**config.mk**
```make
export PLATFORM = sky130hd
export DESIGN_NAME = sliding_window_sender_core
export DESIGN_NICKNAME = d
export VERILOG_FILES = /design/src/sv/sws_pkg.sv /design/src/sv/sws_ram.sv /design/src/sv/sws_ctrl.sv /design/src/sv/sliding_window_sender_core.sv
export SDC_FILE = /design/constraint.sdc
export NUM_CORES = 1
export LEC_CHECK = 0
export BUFFER_PORTS_ARGS = -buffer_cell sky130_fd_sc_hd__buf_2
export CAP_MARGIN = 40
export CORE_ASPECT_RATIO = 0.9
export CORE_MARGIN = 4
export CORE_UTILIZATION = 53
export DETAILED_ROUTE_END_ITERATION = 8
export HOLD_SLACK_MARGIN = 0.03
export PLACE_DENSITY = 0.78
export SLEW_MARGIN = 10
export SYNTH_ARGS = -nofsm -noshare
export SYNTH_HDL_FRONTEND = slang
export SYNTH_SLANG_ARGS = --single-unit
```
**constraint.sdc**
```tcl
create_clock -name clk -period 5.24 [get_ports clk]
set_input_delay 0.524 -clock clk [delete_from_list [all_inputs] [get_ports clk]]
set_output_delay 0.524 -clock clk [all_outputs]
set_load 0.03 [all_outputs]
```
**src/sv/sws_pkg.sv**
```systemverilog
package sws_pkg;

	localparam int FUNC_W  = 2;
	localparam int TIMER_W = 2;
	localparam int CFG_W   = 3;

	localparam logic [CFG_W-1:0] WINDOW_SIZE_RESET = 3'd4;

	typedef enum logic [FUNC_W-1:0] {
		FUNC_SEND    = 2'd0,
		FUNC_ACK     = 2'd1,
		FUNC_TIMEOUT = 2'd2
	} func_t;

	typedef enum logic [TIMER_W-1:0] {
		TMR_NONE    = 2'd0,
		TMR_START   = 2'd1,
		TMR_STOP    = 2'd2,
		TMR_RESTART = 2'd3
	} timer_t;

	// control part of one result item
	typedef struct packed {
		logic   strobe;
		logic   send_accepted;
		logic   tx_valid;
		logic   retx;
		timer_t timer_action;
		logic   window_full;
	} res_ctrl_t;

endpackage

```
**src/sv/sws_ram.sv**
```systemverilog
module sws_ram #(
	parameter int WIDTH = 32,
	parameter int DEPTH = 4
) (
	input  logic                                    clk,
	input  logic                                    we,
	input  logic [(DEPTH > 1 ? $clog2(DEPTH) : 1)-1:0] waddr,
	input  logic [WIDTH-1:0]                        wdata,
	input  logic                                    re,
	input  logic [(DEPTH > 1 ? $clog2(DEPTH) : 1)-1:0] raddr,
	output logic [WIDTH-1:0]                        rdata
);

	logic [WIDTH-1:0] mem_q [DEPTH];

	always_ff @(posedge clk) begin
		if (we) begin
			mem_q[waddr] <= wdata;
		end
		if (re) begin
			rdata <= mem_q[raddr];
		end
	end

endmodule

```
**src/sv/sws_ctrl.sv**
```systemverilog
module sws_ctrl #(
	parameter int WINDOW_DEPTH = 4,
	parameter int SEQ_BITS     = 3,
	parameter int PAYLOAD_BITS = 32
) (
	input  logic                                      clk,
	input  logic                                      arst_n,
	input  logic                                      item_valid,
	input  logic [sws_pkg::FUNC_W-1:0]                func,
	input  logic [PAYLOAD_BITS-1:0]                   payload_word,
	input  logic [SEQ_BITS-1:0]                       ack_number,
	input  logic                                      ack_checksum_ok,
	input  logic [sws_pkg::CFG_W-1:0]                 window_size,
	output sws_pkg::res_ctrl_t                        res,
	output logic [SEQ_BITS-1:0]                       tx_sequence_s1,
	output logic [PAYLOAD_BITS-1:0]                   tx_payload_s1,
	output logic                                      ram_we,
	output logic [(WINDOW_DEPTH > 1 ? $clog2(WINDOW_DEPTH) : 1)-1:0] ram_waddr,
	output logic [PAYLOAD_BITS-1:0]                   ram_wdata,
	output logic                                      ram_re,
	output logic [(WINDOW_DEPTH > 1 ? $clog2(WINDOW_DEPTH) : 1)-1:0] ram_raddr
);

	localparam int AW      = WINDOW_DEPTH > 1 ? $clog2(WINDOW_DEPTH) : 1;
	localparam int SEQ_MAX = (1 << SEQ_BITS) - 1;
	localparam int CAP     = WINDOW_DEPTH < SEQ_MAX ? WINDOW_DEPTH : SEQ_MAX;
	localparam int CNTW    = $clog2(CAP + 1);
	localparam int SUMW    = (AW > CNTW ? AW : CNTW) + 1;
	localparam int WW      = CNTW > sws_pkg::CFG_W ? CNTW : sws_pkg::CFG_W;

	logic [AW-1:0]       head_q, head_n;
	logic [SEQ_BITS-1:0] base_q, base_n;
	logic [SEQ_BITS-1:0] next_q, next_n;
	logic [CNTW-1:0]     count_q, count_n;
	logic [SEQ_BITS-1:0] last_q, last_n;
	logic                seen_q, seen_n;
	logic [1:0]          dup_q, dup_n;
	logic                waiting_q, waiting_n;

	logic [CNTW-1:0]     win;
	logic [WW-1:0]       ws_ext;
	logic [SEQ_BITS-1:0] ack_offset;
	logic                in_range;
	logic [CNTW-1:0]     slide_n;
	logic [1:0]          dup_inc;

	sws_pkg::res_ctrl_t  res_d;
	logic [SEQ_BITS-1:0] seq_d;
	logic [PAYLOAD_BITS-1:0] pay_d;
	logic                send_ok;

	// slot index modulo the depth; the sum never reaches twice the depth
	function automatic logic [AW-1:0] slot_add(logic [AW-1:0] h, logic [CNTW-1:0] k);
		logic [SUMW-1:0] s;
		s = SUMW'(h) + SUMW'(k);
		if (s >= SUMW'(WINDOW_DEPTH)) begin
			s = s - SUMW'(WINDOW_DEPTH);
		end
		return AW'(s);
	endfunction

	always_comb begin
		ws_ext = WW'(window_size);
		if (window_size == '0) begin
			win = CNTW'(1);
		end else if (ws_ext > WW'(CAP)) begin
			win = CNTW'(CAP);
		end else begin
			win = CNTW'(ws_ext);
		end
	end

	assign ack_offset = ack_number - base_q;
	assign in_range   = ack_offset < SEQ_BITS'(count_q);
	assign slide_n    = CNTW'(ack_offset) + CNTW'(1);

	always_comb begin
		head_n    = head_q;
		base_n    = base_q;
		next_n    = next_q;
		count_n   = count_q;
		last_n    = last_q;
		seen_n    = seen_q;
		dup_n     = dup_q;
		waiting_n = waiting_q;
		dup_inc   = '0;
		send_ok   = 1'b0;
		res_d     = '0;
		seq_d     = '0;
		pay_d     = '0;

		case (sws_pkg::func_t'(func))
			sws_pkg::FUNC_SEND: begin
				if (waiting_q || count_q >= win) begin
					waiting_n = 1'b1;
				end else begin
					send_ok             = 1'b1;
					res_d.send_accepted = 1'b1;
					res_d.tx_valid      = 1'b1;
					seq_d               = next_q;
					pay_d               = payload_word;
					res_d.timer_action  = (count_q == '0) ? sws_pkg::TMR_START
					                                      : sws_pkg::TMR_NONE;
					count_n             = count_q + CNTW'(1);
					if (count_n >= win) begin
						waiting_n = 1'b1;
					end
					next_n = next_q + SEQ_BITS'(1);
				end
			end
			sws_pkg::FUNC_ACK: begin
				if (ack_checksum_ok && count_q != '0) begin
					if (in_range) begin
						head_n  = slot_add(head_q, slide_n);
						count_n = count_q - slide_n;
						base_n  = ack_number + SEQ_BITS'(1);
					end
					res_d.timer_action = (count_n != '0) ? sws_pkg::TMR_RESTART
					                                     : sws_pkg::TMR_STOP;
					if (seen_q && ack_number == last_q) begin
						dup_inc = dup_q + 2'd1;
					end else begin
						last_n  = ack_number;
						seen_n  = 1'b1;
						dup_inc = '0;
					end
					// third repeat: fast retransmit of the oldest item
					if (dup_inc == 2'd3) begin
						dup_n = '0;
						if (count_n != '0) begin
							res_d.tx_valid     = 1'b1;
							res_d.retx         = 1'b1;
							seq_d              = base_n;
							res_d.timer_action = sws_pkg::TMR_RESTART;
						end
					end else begin
						dup_n = dup_inc;
					end
					if (count_n < win) begin
						waiting_n = 1'b0;
					end
				end
			end
			sws_pkg::FUNC_TIMEOUT: begin
				if (count_q != '0) begin
					res_d.tx_valid     = 1'b1;
					res_d.retx         = 1'b1;
					seq_d              = base_q;
					res_d.timer_action = sws_pkg::TMR_RESTART;
				end
			end
			default: begin
			end
		endcase

		res_d.strobe      = 1'b1;
		res_d.window_full = waiting_n;
	end

	assign ram_we    = item_valid && send_ok;
	assign ram_waddr = slot_add(head_q, count_q);
	assign ram_wdata = payload_word;
	assign ram_re    = item_valid && res_d.retx;
	assign ram_raddr = head_n;

	always_ff @(posedge clk or negedge arst_n) begin
		if (!arst_n) begin
			head_q    <= '0;
			base_q    <= '0;
			next_q    <= '0;
			count_q   <= '0;
			last_q    <= '0;
			seen_q    <= 1'b0;
			dup_q     <= '0;
			waiting_q <= 1'b0;
			res       <= '0;
		end else if (item_valid) begin
			head_q    <= head_n;
			base_q    <= base_n;
			next_q    <= next_n;
			count_q   <= count_n;
			last_q    <= last_n;
			seen_q    <= seen_n;
			dup_q     <= dup_n;
			waiting_q <= waiting_n;
			res       <= res_d;
		end else begin
			// drop the strobe, hold the rest
			res.strobe <= 1'b0;
		end
	end

	always_ff @(posedge clk) begin
		if (item_valid) begin
			tx_sequence_s1 <= seq_d;
			tx_payload_s1  <= pay_d;
		end
	end

endmodule

```
**src/sv/sliding_window_sender_core.sv**
```systemverilog
// Sliding window sender. Every item taken on start gives exactly one result, shown with done
// high in the very next cycle, so one item per cycle is sustained and busy stays low. Pointers
// and counters sit in registers; payload words sit in a small RAM with a registered
// read, and a retransmission reads the oldest slot in the cycle the item is taken, so its word
// arrives together with the result. Results cannot be held off: take done when it is high.
// The window size register may be written at any time the block is idle; cfg_ready is
// always high.
module sliding_window_sender_core #(
	parameter int WINDOW_DEPTH = 4,
	parameter int SEQ_BITS     = 3,
	parameter int PAYLOAD_BITS = 32
) (
	input  logic                          clk,
	input  logic                          arst_n,
	input  logic                          start,
	output logic                          busy,
	input  logic [sws_pkg::FUNC_W-1:0]    func,
	input  logic [PAYLOAD_BITS-1:0]       payload_word,
	input  logic [SEQ_BITS-1:0]           ack_number,
	input  logic                          ack_checksum_ok,
	input  logic                          cfg_valid,
	output logic                          cfg_ready,
	input  logic [sws_pkg::CFG_W-1:0]     cfg_data,
	output logic                          done,
	output logic                          send_accepted,
	output logic                          tx_valid,
	output logic [SEQ_BITS-1:0]           tx_sequence,
	output logic [PAYLOAD_BITS-1:0]       tx_payload,
	output logic [sws_pkg::TIMER_W-1:0]   timer_action,
	output logic                          window_full
);

	localparam int AW = WINDOW_DEPTH > 1 ? $clog2(WINDOW_DEPTH) : 1;

	logic [sws_pkg::CFG_W-1:0] window_size_q;
	logic                      item_valid;
	sws_pkg::res_ctrl_t        res;
	logic [SEQ_BITS-1:0]       seq_s1;
	logic [PAYLOAD_BITS-1:0]   pay_s1;
	logic                      ram_we, ram_re;
	logic [AW-1:0]             ram_waddr, ram_raddr;
	logic [PAYLOAD_BITS-1:0]   ram_wdata, ram_rdata;

	assign busy       = 1'b0;
	assign cfg_ready  = 1'b1;
	assign item_valid = start && !busy;

	always_ff @(posedge clk or negedge arst_n) begin
		if (!arst_n) begin
			window_size_q <= sws_pkg::WINDOW_SIZE_RESET;
		end else if (cfg_valid && cfg_ready) begin
			window_size_q <= cfg_data;
		end
	end

	sws_ctrl #(
		.WINDOW_DEPTH(WINDOW_DEPTH),
		.SEQ_BITS    (SEQ_BITS),
		.PAYLOAD_BITS(PAYLOAD_BITS)
	) u_ctrl (
		.clk            (clk),
		.arst_n         (arst_n),
		.item_valid     (item_valid),
		.func           (func),
		.payload_word   (payload_word),
		.ack_number     (ack_number),
		.ack_checksum_ok(ack_checksum_ok),
		.window_size    (window_size_q),
		.res            (res),
		.tx_sequence_s1 (seq_s1),
		.tx_payload_s1  (pay_s1),
		.ram_we         (ram_we),
		.ram_waddr      (ram_waddr),
		.ram_wdata      (ram_wdata),
		.ram_re         (ram_re),
		.ram_raddr      (ram_raddr)
	);

	sws_ram #(
		.WIDTH(PAYLOAD_BITS),
		.DEPTH(WINDOW_DEPTH)
	) u_ram (
		.clk  (clk),
		.we   (ram_we),
		.waddr(ram_waddr),
		.wdata(ram_wdata),
		.re   (ram_re),
		.raddr(ram_raddr),
		.rdata(ram_rdata)
	);

	assign done          = res.strobe;
	assign send_accepted = res.send_accepted;
	assign tx_valid      = res.tx_valid;
	assign tx_sequence   = seq_s1;
	// retransmitted words come from the RAM read issued with the item
	assign tx_payload    = res.retx ? ram_rdata : pay_s1;
	assign timer_action  = res.timer_action;
	assign window_full   = res.window_full;

	a_result_follows: assert property (@(posedge clk) disable iff (!arst_n)
		item_valid |=> done)
		else $error("item taken without a result");

	a_send_timer: assert property (@(posedge clk) disable iff (!arst_n)
		done && send_accepted |->
			tx_valid && (timer_action == sws_pkg::TMR_START ||
			             timer_action == sws_pkg::TMR_NONE))
		else $error("accepted send without transmit or with wrong timer");

	a_full_refuses: assert property (@(posedge clk) disable iff (!arst_n)
		item_valid && func == sws_pkg::FUNC_SEND && window_full |=>
			!send_accepted && window_full)
		else $error("send taken while window full");

	a_retx_restart: assert property (@(posedge clk) disable iff (!arst_n)
		done && tx_valid && !send_accepted |-> timer_action == sws_pkg::TMR_RESTART)
		else $error("retransmission without timer restart");

endmodule
```
==> reports/results.env <==
WORST_SKEW_PAIR.LATE_LATENCY_NS=0.50
FLOORPLAN.INITIALDENSITY=0.542
CP-END-KIND='flip-flop'
LAYOUT.CORE_UTILIZATION=0.636
GRT_PASS1_WL_UM=27800
LEAK_PWR_nW=3.94
WORST_R2R_ENDPOINT='u_ram.rdata[16]'
SYNTH_FP_NETS=582
REPORT.FINAL.SETUP_VIOL=0
R2R_SETUP_SLACK_NS=0.92
MIN-DELAY-PATH-CLASS='in2async'
STATUS='complete, no violations'
WORST_PATH_DOMINANT_CELL_FAMILY='simple AND/OR/NAND/NOR gates'
NUM_VIAS=4728
SYNTHARSTFLOPSHARE=0.122
CELL_OCCURRING_MOST_OFTEN_ALONG_THE_WORST_TIMING_PATH='ha_1'
FINALCRITPERIODSHARE=0.823
MAX_SLEW_MARGIN=0.419
FINALINSTANCEAREA_MM2=0.0108
AVGROUTEDWIREPERCELL_UM=20.1
SITE_ROWS=45
NUMCTSBUFFERS=22
CP-START-KIND='flip-flop'
GRT_START_MAX_NET_PINS=42
POSTSYNTHCELLCOUNT=510
WORST_R2R_PATH_DEPTH=12
CRIT_PATH_TOP_DELAY_CELL='or4_4'
POSTSYNTHAREAPERCELL_UM2=18.1
WL_UM=17300
POST_CTS_RESIZE_COUNT=0
SYNTH_COMPOUND_AREA_FRAC=0.0267
GLOBAL_ROUTE.USAGE.TOTAL=0.181
WORST-ENDPOINT-REQUIRED_NS=5.44
MAX_CAP_VIOLATIONS=0
HOLD_WS_NS=0.0358
ANTENNA_CELLS=0
SYNTHESIS.YOSYS.WARNINGS=0
CP_DATA_ARRIVAL_TIME_NS=4.51
DRC_ERRORS=0
FMAX_MHz=232
IR_DROP_uV=253
CLKSLEWWORSTSETUPHOLDPATHS_NS=0.07
BUFFER_PORTS.INSERTED=85
AREA_DELTA_SYNTH_FINAL_PCT=17.2
POSTSYNTHREGISTERBITS=222
MAX-CLOCK-PATH-BUFFERS=3
CTS_HTREE_LEVELS=1
RSZ0062_AT_GRT='false'
WORSTPATHMAXFANOUT=20
CLOCK-SINKS=222
CRIT_PATH_CELL_TRACE='ha_1, inv_1, fa_1, xnor3_2, ha_1, nand3b_1, nand2_1, nor2_1, and3_4, or4_4, a21oi_4, buf_12'
TRITONCTS='yes'
PLACED_AREA_MM2=0.0101
PROPORTION_OF_LAYOUT_CELLS_WITH_A_DRIVE_SUFFIX_ABOVE_1=0.358
GRT_ANTENNA_BEFORE_REPAIR=0
FLOORPLAN.DIE_AREA_MM2=0.0196
CELL_VARIETY_AFTER_SYNTH=47
ROUTABILITYCONGESTION=0.885
CRITICAL_PATH.MAX_STAGE_DELAY_NS=0.58
SEQ_AREA_FRAC_SYNTH=0.708
FINALHOLDVIOLATIONS=0
COUNT_OF_ROUTING_VIOLATIONS_AFTER_THE_OPENING_DETAILED_ROUTE_ITERATION=345
VIA_COUNT_NORMALIZED_BY_INSTANCE_COUNT=5.50
LAYOUT_MIN_CYCLE_TIME_NS=4.32
SYNTH_TOP_FAMILY_BY_AREA='multiplexers'
LAYOUT.CELLS.MOST_COMMON_LIST='195 x edfxtp_1, 85 x buf_2, 44 x mux2_2'
MAX_SLEW.WORST_PIN.SLEW_NS=0.872
CLOCKROOTBUFFER='clkbuf_16'
POWER_DENSITY_mW_PER_MM2=497
SYNTH_ENABLE_FLOP_CELLS=195
FINAL.SETUP_SKEW_NS=0.0148
DP_HPWL_UM=10900
FINAL_NETS=681
SYNTH.MUX.AREA_FRACTION=0.138
SYNTHADDERAREAFRAC=0.0383
GRT_PASS1_VIAS=5089
FIN_TNS_SETUP_NS=0
POST_SYNTH_XOR_AREA_FRACTION=0.0187
FINAL_MAX_SLEW_VIOL_COUNT=0
SETUP.WORST_PATH.CLASS='reg2reg'
CELL_DEPTH_OF_THE_WORST_SETUP_PATH=12
DETAIL_ROUTE_ANTENNA_NETS=0
FINAL_COMMON_CELL='edfxtp_1'
DIE_HEIGHT_UM=133
GRT_OVERFLOW=0
DIE_W_UM=147
SYN-CELL-AREA_MM2=0.00922
YS_DOMINANT_REG_CELL='edfxtp_1'
FLOORPLAN.IO_PINS=88
CTS.REPAIR_TIMING.SETUP_BUFFER_COUNT=0
DRT_PRE_ANTENNA_ITERS=4
POST_CTS_HOLD_BUFFER_COUNT=0
CRIT_BUF_INV=2
FLOORPLAN.CORE_AREA_MM2=0.0170
SYNTH-SIMPLE-AREA-SHARE=0.0486
REG2REG_FROM='u_ctrl.base_q[0]'
## power breakdown
group	internal (mW)	switching, mW	total [mW]
clock network	0.975	0.634	1.61
registers	2.09	0.109	2.20
logic	0.725	0.842	1.57
## stage by stage
step	power [mW]	instances	setup WS, ns
6_report	5.38	860	0.925
5_1_grt	5.64	860	0.775
4_1_cts	5.41	860	0.940
3_5_place_dp	3.79	820	0.649
3_3_place_gp	3.72	818	0.770
2_1_floorplan	3.38	510	0.691
## how the worst max path moves through the flow
stage	start	slack (ns)	end
finish	u_ctrl.base_q[0]	0.92	u_ram.rdata[16]
global route	u_ctrl.base_q[0]	0.78	u_ram.rdata[16]
detailed placement	ack_number[0]	0.65	u_ram.rdata[26]
global placement	ack_number[0]	0.77	u_ram.rdata[22]
CTS	u_ctrl.base_q[0]	0.94	u_ram.rdata[31]
floorplan	ack_number[0]	0.69	u_ram.rdata[0]
## registers in the layout, indices dropped and copies added, names as in the netlist
register               flops
u_ctrl.dup_q               2
u_ram.mem_q              128
u_ctrl.head_q              2
u_ctrl.tx_sequence_s1      3
u_ctrl.base_q              3
u_ram.rdata               32
u_ctrl.next_q              3
u_ctrl.seen_q              1
u_ctrl.count_q             3
u_ctrl.tx_payload_s1      32
u_ctrl.last_q              3
window_size_q              3
u_ctrl.res                 7
## metal layers
layer | track usage | part of all wire
met4 | 0.0497 | 0.022
met3 | 0.0408 | 0.061
met5 | 0 | 0
met2 | 0.301 | 0.49
met1 | 0.243 | 0.42
## synth_stat cells (2+ instances only)
cell type / n / area (µm²)
a21oi_1: 9 / 45.0
a22oi_1: 3 / 22.5
a31oi_1: 2 / 12.5
and2_1: 33 / 206
buf_4: 7 / 52.6
clkbuf_1: 14 / 52.6
conb_1: 2 / 7.51
dfrtp_1: 26 / 651
edfxtp_1: 195 / 5860
fa_1: 2 / 40.0
ha_1: 25 / 313
inv_1: 19 / 71.3
mux2_2: 44 / 495
mux2i_1: 6 / 60.1
mux4_2: 32 / 721
nand2_1: 17 / 63.8
nand2b_1: 4 / 25.0
nand3_1: 6 / 30.0
nand4_1: 2 / 12.5
nor2_1: 8 / 30.0
nor3_1: 3 / 15.0
o2111ai_1: 2 / 17.5
o21ai_0: 8 / 40.0
o22ai_1: 3 / 18.8
xnor2_1: 14 / 123
xor2_1: 3 / 26.3
## final cells by class
type                       instances  area (µm²)
clock buffer                      30         612
clock inverter                    10         141
fill                            1174        6190
inverter                          19        71.3
multi-input combinational        247        2590
sequential                       222        6530
tap                              235         294
timing repair buffer              97         568
## cells by family after synthesis
| kind of cell | count (synthesis) |
|---|---|
| AOI/OAI and AO/OA | 37 |
| xor gates and xnor gates | 18 |
| adders and majority gates | 27 |
| buffers and inverters | 41 |
| DFF | 222 |
| muxes | 82 |
| other | 2 |
| and+or+nand+nor | 81 |
(Power assumes the default switching activity.)
